==> src/rtl/lsa_pkg.sv <==
// Shared types and codes for the lease slot arbiter.
// No dependencies.
package lsa_pkg;

  typedef enum logic [1:0] {
    MODE_TICK    = 2'd0,
    MODE_REQUEST = 2'd1,
    MODE_RELEASE = 2'd2
  } mode_t;

  typedef enum logic [2:0] {
    ST_IDLE,
    ST_EXEC,
    ST_PURGE,
    ST_SEARCH,
    ST_FINISH
  } ctrl_state_t;

  typedef struct packed {
    logic latch;
    logic exec;
    logic walk;
    logic out_load;
  } dp_cmd_t;

  typedef struct packed {
    logic go_purge;
    logic go_search;
    logic walk_done;
    logic last_slot;
  } dp_sts_t;

endpackage

==> src/rtl/lease_slot_arbiter_with_wait_queues_core.sv <==
// Channel     | dir | handshake            | payload
// in_*        | in  | in_valid / in_stall   | mode, slot, requester_id, time_value
// out_*       | out | out_valid / out_stall | granted, queued, dropped
//
// One transaction at a time. Release, ignored and direct-grant requests skip the walk.
// A queued request walks its slot's queue one entry per cycle.
// A tick updates all timers in parallel, then compacts each slot's queue in turn
// through the single queue RAM port pair.
// The result register lets the next transaction enter while a result is stalled.
// Synchronous active-low reset clears slots, counts and handshakes; no RAM sweep.
//
// Top level of the lease slot arbiter; depends on lsa_pkg, lsa_controller,
// lsa_datapath and lsa_ram.
module lease_slot_arbiter_with_wait_queues_core #(
  parameter int SLOT_COUNT  = 4,
  parameter int QUEUE_DEPTH = 32,
  parameter int ID_BITS     = 16,
  parameter int TIME_BITS   = 16
) (
  input  logic                 clk,
  input  logic                 rst_n,
  input  logic                 in_valid,
  output logic                 in_stall,
  input  logic [1:0]           in_mode,
  input  logic [1:0]           in_slot,
  input  logic [ID_BITS-1:0]   in_requester_id,
  input  logic [TIME_BITS-1:0] in_time_value,
  output logic                 out_valid,
  input  logic                 out_stall,
  output logic                 out_granted,
  output logic                 out_queued,
  output logic                 out_dropped
);

  // controller <-> datapath
  lsa_pkg::dp_cmd_t cmd;
  lsa_pkg::dp_sts_t sts;

  lsa_controller u_ctrl (
    .clk       (clk),
    .rst_n     (rst_n),
    .in_valid  (in_valid),
    .in_stall  (in_stall),
    .out_valid (out_valid),
    .out_stall (out_stall),
    .sts       (sts),
    .cmd       (cmd)
  );

  // queues are circular per slot in one RAM; a tick purge compacts in place
  lsa_datapath #(
    .SLOT_COUNT  (SLOT_COUNT),
    .QUEUE_DEPTH (QUEUE_DEPTH),
    .ID_BITS     (ID_BITS),
    .TIME_BITS   (TIME_BITS)
  ) u_dp (
    .clk             (clk),
    .rst_n           (rst_n),
    .cmd             (cmd),
    .sts             (sts),
    .in_mode         (in_mode),
    .in_slot         (in_slot),
    .in_requester_id (in_requester_id),
    .in_time_value   (in_time_value),
    .out_granted     (out_granted),
    .out_queued      (out_queued),
    .out_dropped     (out_dropped)
  );

endmodule

==> src/rtl/lsa_ram.sv <==
// Generic simple dual-port RAM, one write and one registered read port.
// No dependencies.
module lsa_ram #(
  parameter int WIDTH     = 17,
  parameter int DEPTH     = 128,
  parameter int ADDR_BITS = 7
) (
  input  logic                 clk,
  input  logic                 we,
  input  logic [ADDR_BITS-1:0] waddr,
  input  logic [WIDTH-1:0]     wdata,
  input  logic [ADDR_BITS-1:0] raddr,
  output logic [WIDTH-1:0]     rdata
);

  logic [WIDTH-1:0] mem [DEPTH];

  always_ff @(posedge clk) begin
    if (we) begin
      mem[waddr] <= wdata;
    end
    rdata <= mem[raddr];
  end

endmodule

==> src/rtl/lsa_datapath.sv <==
// Slot registers, queue RAM and walk engine of the lease slot arbiter.
// Depends on lsa_pkg and lsa_ram.
module lsa_datapath #(
  parameter int SLOT_COUNT  = 4,
  parameter int QUEUE_DEPTH = 32,
  parameter int ID_BITS     = 16,
  parameter int TIME_BITS   = 16
) (
  input  logic                 clk,
  input  logic                 rst_n,
  input  lsa_pkg::dp_cmd_t     cmd,
  output lsa_pkg::dp_sts_t     sts,
  input  logic [1:0]           in_mode,
  input  logic [1:0]           in_slot,
  input  logic [ID_BITS-1:0]   in_requester_id,
  input  logic [TIME_BITS-1:0] in_time_value,
  output logic                 out_granted,
  output logic                 out_queued,
  output logic                 out_dropped
);

  localparam int SLOT_BITS = (SLOT_COUNT > 1) ? $clog2(SLOT_COUNT) : 1;
  localparam int PTR_BITS  = (QUEUE_DEPTH > 1) ? $clog2(QUEUE_DEPTH) : 1;
  localparam int CNT_BITS  = $clog2(QUEUE_DEPTH + 1);
  localparam int ADDR_BITS = SLOT_BITS + PTR_BITS;
  localparam int RAM_DEPTH = SLOT_COUNT << PTR_BITS;
  localparam int ENT_BITS  = ID_BITS + 1;

  // circular queue position head + k
  function automatic logic [PTR_BITS-1:0] qpos(input logic [PTR_BITS-1:0] h,
                                               input logic [CNT_BITS-1:0] k);
    logic [CNT_BITS:0] s;
    s = (CNT_BITS+1)'(h) + (CNT_BITS+1)'(k);
    if (s >= (CNT_BITS+1)'(QUEUE_DEPTH)) begin
      s = s - (CNT_BITS+1)'(QUEUE_DEPTH);
    end
    return PTR_BITS'(s);
  endfunction

  // latched transaction
  logic [1:0]           mode_r;
  logic                 slot_ok_r;
  logic [SLOT_BITS-1:0] slot_r;
  logic [ID_BITS-1:0]   id_r;
  logic [TIME_BITS-1:0] time_r;

  // per-slot state
  logic [ID_BITS-1:0]   owner_r [SLOT_COUNT];
  logic [ID_BITS-1:0]   owner_nxt [SLOT_COUNT];
  logic [TIME_BITS-1:0] lease_r [SLOT_COUNT];
  logic [TIME_BITS-1:0] lease_nxt [SLOT_COUNT];
  logic [TIME_BITS-1:0] rdl_r [SLOT_COUNT];
  logic [TIME_BITS-1:0] rdl_nxt [SLOT_COUNT];
  logic [PTR_BITS-1:0]  head_r [SLOT_COUNT];
  logic [PTR_BITS-1:0]  head_nxt [SLOT_COUNT];
  logic [CNT_BITS-1:0]  cnt_r [SLOT_COUNT];
  logic [CNT_BITS-1:0]  cnt_nxt [SLOT_COUNT];

  // walk engine
  logic [SLOT_BITS-1:0] cur_r, cur_nxt;
  logic [CNT_BITS-1:0]  issue_r, issue_nxt;
  logic [CNT_BITS-1:0]  wr_r, wr_nxt;
  logic [CNT_BITS-1:0]  pend_k_r, pend_k_nxt;
  logic                 pend_r, pend_nxt;
  logic                 found_r, found_nxt;
  logic                 popok_r, popok_nxt;
  logic                 g_r, g_nxt, q_r, q_nxt, d_r, d_nxt;

  logic                 is_tick;
  logic [CNT_BITS-1:0]  cur_cnt;
  logic [PTR_BITS-1:0]  cur_head;
  logic                 scan_end;
  logic                 walk_done;
  logic                 rd_en;
  logic                 grant_now;

  logic                 ram_we;
  logic [ADDR_BITS-1:0] ram_waddr, ram_raddr;
  logic [ENT_BITS-1:0]  ram_wdata, ram_rdata;
  logic [ID_BITS-1:0]   rd_id;
  logic                 rd_renewed;

  lsa_ram #(
    .WIDTH     (ENT_BITS),
    .DEPTH     (RAM_DEPTH),
    .ADDR_BITS (ADDR_BITS)
  ) u_queue_ram (
    .clk   (clk),
    .we    (ram_we),
    .waddr (ram_waddr),
    .wdata (ram_wdata),
    .raddr (ram_raddr),
    .rdata (ram_rdata)
  );

  assign rd_id      = ram_rdata[ENT_BITS-1:1];
  assign rd_renewed = ram_rdata[0];

  assign is_tick   = (mode_r == lsa_pkg::MODE_TICK);
  assign cur_cnt   = cnt_r[cur_r];
  assign cur_head  = head_r[cur_r];
  assign scan_end  = (issue_r == cur_cnt) && !pend_r;
  assign walk_done = is_tick ? scan_end : (found_r || scan_end);
  assign rd_en     = cmd.walk && (issue_r != cur_cnt) && (is_tick || !found_r);
  assign ram_raddr = {cur_r, qpos(cur_head, issue_r)};

  // owner already holding, or free slot with empty queue
  assign grant_now = ((owner_r[slot_r] != '0) && (owner_r[slot_r] == id_r) &&
                      (rdl_r[slot_r] == '0)) ||
                     ((owner_r[slot_r] == '0) && (cnt_r[slot_r] == '0));

  always_comb begin
    sts.go_purge  = is_tick;
    sts.go_search = (mode_r == lsa_pkg::MODE_REQUEST) && slot_ok_r && !grant_now;
    sts.walk_done = walk_done;
    sts.last_slot = (cur_r == SLOT_BITS'(SLOT_COUNT - 1));
  end

  always_comb begin
    for (int i = 0; i < SLOT_COUNT; i++) begin
      owner_nxt[i] = owner_r[i];
      lease_nxt[i] = lease_r[i];
      rdl_nxt[i]   = rdl_r[i];
      head_nxt[i]  = head_r[i];
      cnt_nxt[i]   = cnt_r[i];
    end
    cur_nxt    = cur_r;
    issue_nxt  = issue_r;
    wr_nxt     = wr_r;
    pend_nxt   = pend_r;
    pend_k_nxt = pend_k_r;
    found_nxt  = found_r;
    popok_nxt  = popok_r;
    g_nxt      = g_r;
    q_nxt      = q_r;
    d_nxt      = d_r;
    ram_we     = 1'b0;
    ram_waddr  = {cur_r, qpos(cur_head, wr_r)};
    ram_wdata  = {rd_id, 1'b0};

    if (cmd.exec) begin
      g_nxt     = 1'b0;
      q_nxt     = 1'b0;
      d_nxt     = 1'b0;
      issue_nxt = '0;
      wr_nxt    = '0;
      pend_nxt  = 1'b0;
      found_nxt = 1'b0;
      popok_nxt = (owner_r[slot_r] == '0);
      cur_nxt   = is_tick ? '0 : slot_r;
      if (is_tick) begin
        // all slot timers in parallel
        for (int i = 0; i < SLOT_COUNT; i++) begin
          if (owner_r[i] != '0) begin
            if (time_r > lease_r[i]) begin
              lease_nxt[i] = '0;
              owner_nxt[i] = '0;
              rdl_nxt[i]   = '0;
            end else begin
              lease_nxt[i] = lease_r[i] - time_r;
            end
            if (rdl_nxt[i] != '0) begin
              if (time_r > rdl_nxt[i]) begin
                owner_nxt[i] = '0;
                rdl_nxt[i]   = '0;
              end else begin
                rdl_nxt[i] = rdl_nxt[i] - time_r;
              end
            end
          end
        end
      end else if ((mode_r == lsa_pkg::MODE_REQUEST) && slot_ok_r && grant_now) begin
        g_nxt = 1'b1;
        if (owner_r[slot_r] == '0) begin
          owner_nxt[slot_r] = id_r;
          lease_nxt[slot_r] = time_r;
        end
      end else if ((mode_r == lsa_pkg::MODE_RELEASE) && slot_ok_r &&
                   (owner_r[slot_r] == id_r)) begin
        if (time_r == '0) begin
          owner_nxt[slot_r] = '0;
        end else begin
          rdl_nxt[slot_r] = time_r;
        end
      end
    end

    if (cmd.walk) begin
      if (rd_en) begin
        issue_nxt  = issue_r + 1'b1;
        pend_nxt   = 1'b1;
        pend_k_nxt = issue_r;
      end else begin
        pend_nxt = 1'b0;
      end

      if (is_tick) begin
        // compaction: survivors move down, renewed bit cleared
        if (pend_r && rd_renewed) begin
          ram_we    = 1'b1;
          ram_waddr = {cur_r, qpos(cur_head, wr_r)};
          ram_wdata = {rd_id, 1'b0};
          wr_nxt    = wr_r + 1'b1;
        end
        if (walk_done) begin
          cnt_nxt[cur_r] = wr_r;
          cur_nxt        = cur_r + 1'b1;
          issue_nxt      = '0;
          wr_nxt         = '0;
          pend_nxt       = 1'b0;
        end
      end else begin
        if (pend_r && !found_r && (rd_id == id_r)) begin
          found_nxt = 1'b1;
          if ((pend_k_r == '0) && popok_r) begin
            // requester at head of a free slot: pop and grant
            head_nxt[cur_r]  = qpos(cur_head, CNT_BITS'(1));
            cnt_nxt[cur_r]   = cur_cnt - 1'b1;
            owner_nxt[cur_r] = id_r;
            lease_nxt[cur_r] = time_r;
            g_nxt            = 1'b1;
          end else begin
            ram_we    = 1'b1;
            ram_waddr = {cur_r, qpos(cur_head, pend_k_r)};
            ram_wdata = {id_r, 1'b1};
            q_nxt     = 1'b1;
          end
        end else if (scan_end && !found_r) begin
          if (cur_cnt < CNT_BITS'(QUEUE_DEPTH)) begin
            ram_we         = 1'b1;
            ram_waddr      = {cur_r, qpos(cur_head, cur_cnt)};
            ram_wdata      = {id_r, 1'b1};
            cnt_nxt[cur_r] = cur_cnt + 1'b1;
            q_nxt          = 1'b1;
          end else begin
            d_nxt = 1'b1;
          end
          found_nxt = 1'b1;
        end
      end
    end
  end

  always_ff @(posedge clk) begin
    if (!rst_n) begin
      for (int i = 0; i < SLOT_COUNT; i++) begin
        owner_r[i] <= '0;
        lease_r[i] <= '0;
        rdl_r[i]   <= '0;
        head_r[i]  <= '0;
        cnt_r[i]   <= '0;
      end
      cur_r   <= '0;
      issue_r <= '0;
      wr_r    <= '0;
      pend_r  <= 1'b0;
      found_r <= 1'b0;
      popok_r <= 1'b0;
    end else begin
      for (int i = 0; i < SLOT_COUNT; i++) begin
        owner_r[i] <= owner_nxt[i];
        lease_r[i] <= lease_nxt[i];
        rdl_r[i]   <= rdl_nxt[i];
        head_r[i]  <= head_nxt[i];
        cnt_r[i]   <= cnt_nxt[i];
      end
      cur_r   <= cur_nxt;
      issue_r <= issue_nxt;
      wr_r    <= wr_nxt;
      pend_r  <= pend_nxt;
      found_r <= found_nxt;
      popok_r <= popok_nxt;
    end
  end

  always_ff @(posedge clk) begin
    pend_k_r <= pend_k_nxt;
    g_r      <= g_nxt;
    q_r      <= q_nxt;
    d_r      <= d_nxt;
    if (cmd.latch) begin
      mode_r    <= in_mode;
      slot_ok_r <= (32'(in_slot) < SLOT_COUNT);
      slot_r    <= SLOT_BITS'(in_slot);
      id_r      <= in_requester_id;
      time_r    <= in_time_value;
    end
    if (cmd.out_load) begin
      out_granted <= g_r;
      out_queued  <= q_r;
      out_dropped <= d_r;
    end
  end

endmodule

==> src/rtl/lsa_controller.sv <==
// Sequencing state machine and handshakes of the lease slot arbiter.
// Depends on lsa_pkg.
module lsa_controller (
  input  logic             clk,
  input  logic             rst_n,
  input  logic             in_valid,
  output logic             in_stall,
  output logic             out_valid,
  input  logic             out_stall,
  input  lsa_pkg::dp_sts_t sts,
  output lsa_pkg::dp_cmd_t cmd
);

  lsa_pkg::ctrl_state_t state_r, state_nxt;
  logic                 out_valid_r, out_valid_nxt;
  logic                 out_free;

  assign out_free  = !out_valid_r || !out_stall;
  assign in_stall  = (state_r != lsa_pkg::ST_IDLE);
  assign out_valid = out_valid_r;

  always_comb begin
    state_nxt = state_r;
    case (state_r)
      lsa_pkg::ST_IDLE: begin
        if (in_valid) state_nxt = lsa_pkg::ST_EXEC;
      end
      lsa_pkg::ST_EXEC: begin
        if (sts.go_purge)       state_nxt = lsa_pkg::ST_PURGE;
        else if (sts.go_search) state_nxt = lsa_pkg::ST_SEARCH;
        else                    state_nxt = lsa_pkg::ST_FINISH;
      end
      lsa_pkg::ST_PURGE: begin
        if (sts.walk_done && sts.last_slot) state_nxt = lsa_pkg::ST_FINISH;
      end
      lsa_pkg::ST_SEARCH: begin
        if (sts.walk_done) state_nxt = lsa_pkg::ST_FINISH;
      end
      lsa_pkg::ST_FINISH: begin
        if (out_free) state_nxt = lsa_pkg::ST_IDLE;
      end
      default: state_nxt = lsa_pkg::ST_IDLE;
    endcase
  end

  always_comb begin
    cmd = '0;
    case (state_r)
      lsa_pkg::ST_IDLE:   cmd.latch    = in_valid;
      lsa_pkg::ST_EXEC:   cmd.exec     = 1'b1;
      lsa_pkg::ST_PURGE:  cmd.walk     = 1'b1;
      lsa_pkg::ST_SEARCH: cmd.walk     = 1'b1;
      lsa_pkg::ST_FINISH: cmd.out_load = out_free;
      default:            cmd          = '0;
    endcase
  end

  always_comb begin
    out_valid_nxt = out_valid_r;
    if (cmd.out_load)       out_valid_nxt = 1'b1;
    else if (!out_stall)    out_valid_nxt = 1'b0;
  end

  always_ff @(posedge clk) begin
    if (!rst_n) begin
      state_r     <= lsa_pkg::ST_IDLE;
      out_valid_r <= 1'b0;
    end else begin
      state_r     <= state_nxt;
      out_valid_r <= out_valid_nxt;
    end
  end

endmodule

==> config.mk <==
export PLATFORM = sky130hd
export DESIGN_NAME = lease_slot_arbiter_with_wait_queues_core
export DESIGN_NICKNAME = d
export VERILOG_FILES = /design/src/rtl/lsa_pkg.sv /design/src/rtl/lease_slot_arbiter_with_wait_queues_core.sv /design/src/rtl/lsa_ram.sv /design/src/rtl/lsa_datapath.sv /design/src/rtl/lsa_controller.sv
export SDC_FILE = /design/constraint.sdc
export NUM_CORES = 2
export LEC_CHECK = 0
export BUFFER_PORTS_ARGS = -buffer_cell sky130_fd_sc_hd__buf_4
export CAP_MARGIN = 20
export CORE_UTILIZATION = 50
export CTS_CLUSTER_SIZE = 30
export DETAILED_ROUTE_END_ITERATION = 8
export HOLD_SLACK_MARGIN = 0.12
export PLACE_DENSITY = 0.65
export SLEW_MARGIN = 25
export SYNTH_ARGS = -nofsm -noshare
export SYNTH_HDL_FRONTEND = slang
export SYNTH_SLANG_ARGS = --single-unit
==> constraint.sdc <==
create_clock -name clk -period 34.9 [get_ports clk]
set_clock_uncertainty 0.2 [all_clocks]
set_input_delay 1.745 -clock clk [delete_from_list [all_inputs] [get_ports clk]]
set_output_delay 1.745 -clock clk [all_outputs]
set_load 0.02 [all_outputs]
## Yosys cells after proc, flatten, opt, wreduce, memory -nomap -nowiden

Memory sizes are Yosys's and may differ from the RTL's. A register that Yosys moved wholly into a read port is not among the register bits.
Index checks and enable logic that the tools add are counted.

- Bits in registers: 69
- Bits in latches: 0
- Memory bits (writable): 2412
- Memory bits (read-only): 0
- Input port bits: 40
- Output and inout port bits: 5
- Logic and storage cells: 372
- Memories kept: 6

Memory list:

| name | words | bits a word | read ports | clocked after memory_dff | wr ports | RTL line | source |
|---|---|---|---|---|---|---|---|
| u_dp.u_queue_ram.mem | 128 | 17 | 1 | 1 | 1 | lsa_ram.sv:16 | `logic [WIDTH-1:0] mem [DEPTH];` |
| u_dp.lease_r | 4 | 16 | 4 | 0 | 4 | lsa_datapath.sv:50 | `logic [TIME_BITS-1:0] lease_r [SLOT_COUNT];` |
| u_dp.owner_r | 4 | 16 | 5 | 1 | 4 | lsa_datapath.sv:48 | `logic [ID_BITS-1:0] owner_r [SLOT_COUNT];` |
| u_dp.rdl_r | 4 | 16 | 5 | 1 | 4 | lsa_datapath.sv:52 | `logic [TIME_BITS-1:0] rdl_r [SLOT_COUNT];` |
| u_dp.cnt_r | 4 | 6 | 6 | 2 | 4 | lsa_datapath.sv:56 | `logic [CNT_BITS-1:0] cnt_r [SLOT_COUNT];` |
| u_dp.head_r | 4 | 5 | 5 | 1 | 4 | lsa_datapath.sv:54 | `logic [PTR_BITS-1:0] head_r [SLOT_COUNT];` |

- Add/subtract/negate cells: 23
- $mul: 0
- Divide/modulo/power cells: 0
- Magnitude comparators: 18
- Equality and inequality tests: 16
- Shift operators: 0
- Muxes and demuxes: 219
- Bitwise gates (word level): 24
- Reductions and logical operators: 47

Operator list:

| operator | number |
|---|---|
| two-way mux 64 bit | 23 |
| two-way mux 16 bit | 66 |
| bitwise mux 64 bit | 5 |
| two-way mux 24 bit | 7 |
| nonzero test 16 bit | 9 |
| greater-than comparator 16 bit | 8 |
| subtractor 16 bit | 8 |
| two-way mux 17 bit | 6 |
| two-way mux 5 bit | 20 |
| two-way mux 6 bit | 15 |
| two-way mux 20 bit | 4 |
| bitwise mux 24 bit | 3 |
| bitwise AND 64 bit | 1 |
| demux 16 bit (select 2 bit) | 2 |
| NOT 64 bit | 1 |
| zero test 16 bit | 3 |
| two-way mux 1 bit | 48 |
| == test 16 bit | 2 |
| adder 5 x 6 -> 7 bit | 4 |
| >= comparator 7 x 6 -> 1 bit, second input constant | 4 |
| subtractor 5 x 1 -> 5 bit, second input constant | 5 |
| bitwise mux 20 bit | 1 |
| two-way mux 2 bit | 10 |
| OR 1 bit | 20 |
| other kinds (33) | 72 |

## Depth between registers and ports, before layout

- Depth in word-level cells: 18
- Gate-level depth with buffers: 25

## Hierarchy

Synthesis repeated with hierarchy kept, for this count alone.

- Cells, all modules: 6214
- Area, all modules: 106883.8 µm²

Modules (own cells, without submodules):

| module | instances | cells an instance | area an instance (µm²) | seq. area each (µm²) |
|---|---|---|---|---|
| lsa_ram | 1 | 3269 | 83412.5 | 65683.0 |
| lsa_datapath | 1 | 2914 | 23217.3 | 6516.2 |
| lsa_controller | 1 | 31 | 254.0 | 80.1 |

## Worst setup path before layout

No wires, ideal clock.

- Path type: register to register
- Start: reg u_dp.cur_r[1] (netlist name)
- End: mem u_dp.u_queue_ram.mem[0][0], data pin
- Data arrival time: 9.114 ns
- Slack: 23.997 ns
- Cell stages (with the launch flop): 8
- Path buffers: 2
- Period minus slack after synthesis: 10.903 ns
- Path through: dfxtp_1 buf_1 mux4_2 xnor2_1 nand4_1 or2_1 buf_2 o41ai_1

RTL lines:

| item | RTL line |
|---|---|
| end: declaration | lsa_ram.sv:16 |

==> impl_metrics.py <==
metrics = {
    "status": {
        "status": "finished with violations",
        "violations": "DRC",
    },
    "timing": {
        "fmax_mhz": 125.9,
        "tns_ns": 0,
        "final_hold_viol_count": 0,
        "min_period_ns": 7.942,
        "drv_slew": 0,
        "setup_violations": 0,
        "slew_headroom_pct": 24.37,
        "worst_pin_slew_ns": 1.130,
        "period_share_pct": 22.76,
        "rsz0062_at_grt": "false",
    },
    "yosys": {
        "synth_fa_ha_area_share_pct": 1.952,
        "syn-cell-area_um2": 106800,
        "ys.flop_type": "edfxtp_1",
        "ys_types": 98,
        "yosysMostFrequentCell": "edfxtp_1",
        "ys_seq_area_share_pct": 67.69,
        "synth_edf_count": 2221,
        "synth_xor_xnor_area_share_pct": 1.345,
        "synth_seq_cells": 2500,
        "yosysTopAreaCell": "edfxtp_1",
        "synthTopCellsByCount": "edfxtp_1 (2221), mux4_2 (606), a21oi_1 (394)",
        "synth_top_area_share_pct": 62.46,
        "synth_warnings": 0,
        "syn_nets": 6686,
        "postSynthAreaPerCell_um2": 16.47,
        "syn_inst": 6485,
        "synth_mux_area_share_pct": 14.39,
        "synthArstFlopShare_pct": 0,
        "synth_area_leaders": "edfxtp_1 (62%), mux4_2 (13%), dfxtp_1 (5.2%)",
        "synth_compound_area_share_pct": 7.238,
        "synth_top_family_by_area": "multiplexers",
        "yosys.area_share.simple_pct": 5.688,
    },
    "pwr": {
        "leakage_nw": 37.99,
        "vdd_drop_max_mv": 0.03214,
        "comb_power_share_pct": 7.6,
        "p_clk_share_pct": 40.9,
        "p_switching_mw": 1.548,
        "seq_power_share_pct": 51.5,
        "total_power_mw": 6.645,
        "p_sw_share_pct": 23.30,
        "intPower_mw": 5.096,
        "powerDensity_nw_per_um2": 55.55,
    },
    "critical_path": {
        "cp.arrival_ns": 8.55,
        "crit_fanout": 125,
        "ff2ff_path_depth": 14,
        "cpPeakStageDelay_ns": 1.19,
        "cp.required_ns": 35.50,
        "r2r_setup_slack_ns": 26.96,
        "r2r_start": "u_dp.cur_r[0]",
        "r2r_end": "u_dp.u_queue_ram.rdata[1]",
        "cp_top_family": "buffers and inverters",
        "cp.depth": 14,
        "critical_path_class": "flop to flop",
        "path_buf_inv": 4,
        "cp-start-kind": "flop",
        "cp_cell_sequence": "buf_4, mux4_2, ha_4, fa_4, buf_4, buf_12, buf_4, mux4_2, nor2b_1, a211oi_1, a21oi_1, mux4_2, nand2_1, nand2_1",
        "crit_slowest_cell": "fa_4",
        "cp-end-kind": "flop",
    },
    "global_route": {
        "grt_antenna_before_repair": 17,
        "grt_use_total_pct": 26.77,
        "grt_pass1_wl_mm": 421.4,
        "grt-ovfl-total": 0,
        "grt_pass1_vias": 61183,
        "grt_max_degree": 142,
    },
    "placement": {
        "hpwl_mm": 172.6,
        "gp_congestion": 0.9130,
        "port_buffers": 44,
        "post_dp_cell_area_um2": 111300,
        "place_inst": 9198,
    },
    "route": {
        "vias_per_cell": 6.472,
        "antenna_left": 0,
        "routed_wl_mm": 290.0,
        "drt_iter0_drc": 7712,
        "num_vias": 62561,
        "drc_errors": 44,
        "dr.pass1.iters": 8,
        "wire_per_inst_um": 30.00,
    },
    "cts": {
        "ctsResizeCount": 0,
        "postCtsSetupRepairBufs": 0,
        "cts_buffers": 276,
        "cts_root_buf": "clkbuf_16",
        "tritoncts": "built",
        "holdBufCountCts": 0,
        "h-tree-depth": 5,
        "clock_path_buffers": 4,
        "clk_latency_ns": 0.93,
        "clk_pin_slew_ns": 0.06,
        "clock-sinks": 2500,
    },
    "layout": {
        "fin_nets": 6857,
        "layout.cells.non_filler": 9667,
        "fin_util_pct": 56.39,
        "stdcell_area_um2": 119600,
        "area_delta_synth_final_pct": 12.01,
        "drive_above_1_share_pct": 20.03,
    },
    "floorplanning": {
        "rows": 169,
        "ios": 45,
        "core_um2": 212100,
        "initial_core_util_pct": 50.35,
        "die_area_um2": 215400,
        "die_h_um": 464.1,
        "die_w_um": 464.1,
    },
    "job": {
        "maxCapViolCount": 0,
    },
    "hold_path": {
        "hold_end": "u_dp.head_r[3][3]",
        "hold_path_class": "flop to flop",
        "min_from": "u_dp.head_r[3][3]",
        "hold-path-cell-count": 2,
    },
}
==> metal layers <==
metal	vias up	wire length, um	share of wire, %	global-route usage (%)
met1	32549	119700	41	38.52
li1	26359	-	-	-
met4	14	7164	2.5	7.329
met5	-	84	0.029	0
met2	3149	134500	46	41.09
met3	490	28640	9.9	6.162
==> worst reg2reg max path: stages (launching register included) <==
cell and delay, ns:
dfxtp_2 0.61, buf_4 0.70, mux4_2 0.75, ha_4 0.22, fa_4 1.19, buf_4 0.78, buf_12 0.62, buf_4 1.08
mux4_2 0.41, nor2b_1 0.14, a211oi_1 0.39, a21oi_1 0.12, mux4_2 0.52, nand2_1 0.09, nand2_1 0.06
==> state kept, by name (all words and copies together) (netlist names), 6 cells and up, named ones only <==
| signal | flops |
|---|---|
| u_dp.cnt_r | 24 |
| u_dp.u_queue_ram.rdata | 17 |
| u_dp.issue_r | 6 |
| u_dp.time_r | 16 |
| u_dp.wr_r | 6 |
| u_dp.owner_r | 64 |
| u_dp.head_r | 20 |
| u_dp.pend_k_r | 6 |
| u_dp.u_queue_ram.mem | 2176 |
| u_dp.id_r | 16 |
| u_dp.lease_r | 64 |
| u_dp.rdl_r | 64 |
==> cell usage in the layout, fill, tap and decap left out, types with 96 or more instances in the layout <==
cell,instances
a211oi_1,158
a21oi_1,391
buf_4,274
clkbuf_16,283
dfxtp_1,278
edfxtp_1,2221
ha_1,152
mux2i_1,147
mux4_2,606
nand2_1,291
nand3_1,96
nor2_1,274
nor2b_1,169
o21ai_0,236
xnor2_1,100
==> final cells by class <==
type	instances	area [um^2]
Timing Repair Buffer	282	2198
Tap cell	2821	3530
Sequential cell	2500	72280
Antenna cell	6	15.01
Multi-Input combinational cell	3521	33050
Clock buffer	351	7417
Clock inverter	111	830.8
Fill cell	16019	92480
Inverter	75	282.8
==> power by group through the flow <==
stage / sequential [mW] / clock, mW / combinational [mW]
2_1_floorplan: 3.47 / 0 / 0.290
3_3_place_gp: 3.48 / 0 / 0.482
3_5_place_dp: 3.48 / 0 / 0.495
4_1_cts: 3.42 / 2.76 / 0.496
5_1_grt: 3.42 / 2.87 / 0.537
6_report: 3.42 / 2.72 / 0.506
==> stage by stage <==
stage,worst slack (ns),hold WS [ns]
3_3_place_gp,27.04,0.2348
3_5_place_dp,27.01,0.2436
2_1_floorplan,24.00,0.2064
5_1_grt,26.74,0.2717
6_report,26.96,0.2501
4_1_cts,27.04,0.2514
==> cells by family (layout without fill, tap and decap cells) <==
logic type	Yosys count	in the layout
flops	2500	2500
fa+ha+maj	162	162
buf+inv	464	819
other cells	0	6
compound gates	1199	1199
mux	775	775
simple gates	1221	1221
xor+xnor	164	164
==> how the worst max path moves through the flow <==
stage                                      end           from  slack (ns)
floorplan           u_dp.u_queue_ram.mem[0][0]  u_dp.cur_r[1]       24.00
global placement     u_dp.u_queue_ram.rdata[1]  u_dp.cur_r[0]       27.04
detailed placement   u_dp.u_queue_ram.rdata[1]  u_dp.cur_r[0]       27.01
CTS                  u_dp.u_queue_ram.rdata[1]  u_dp.cur_r[0]       27.04
global route         u_dp.u_queue_ram.rdata[1]  u_dp.cur_r[0]       26.74
finish               u_dp.u_queue_ram.rdata[1]  u_dp.cur_r[0]       26.96
(Power assumes the default switching activity.)
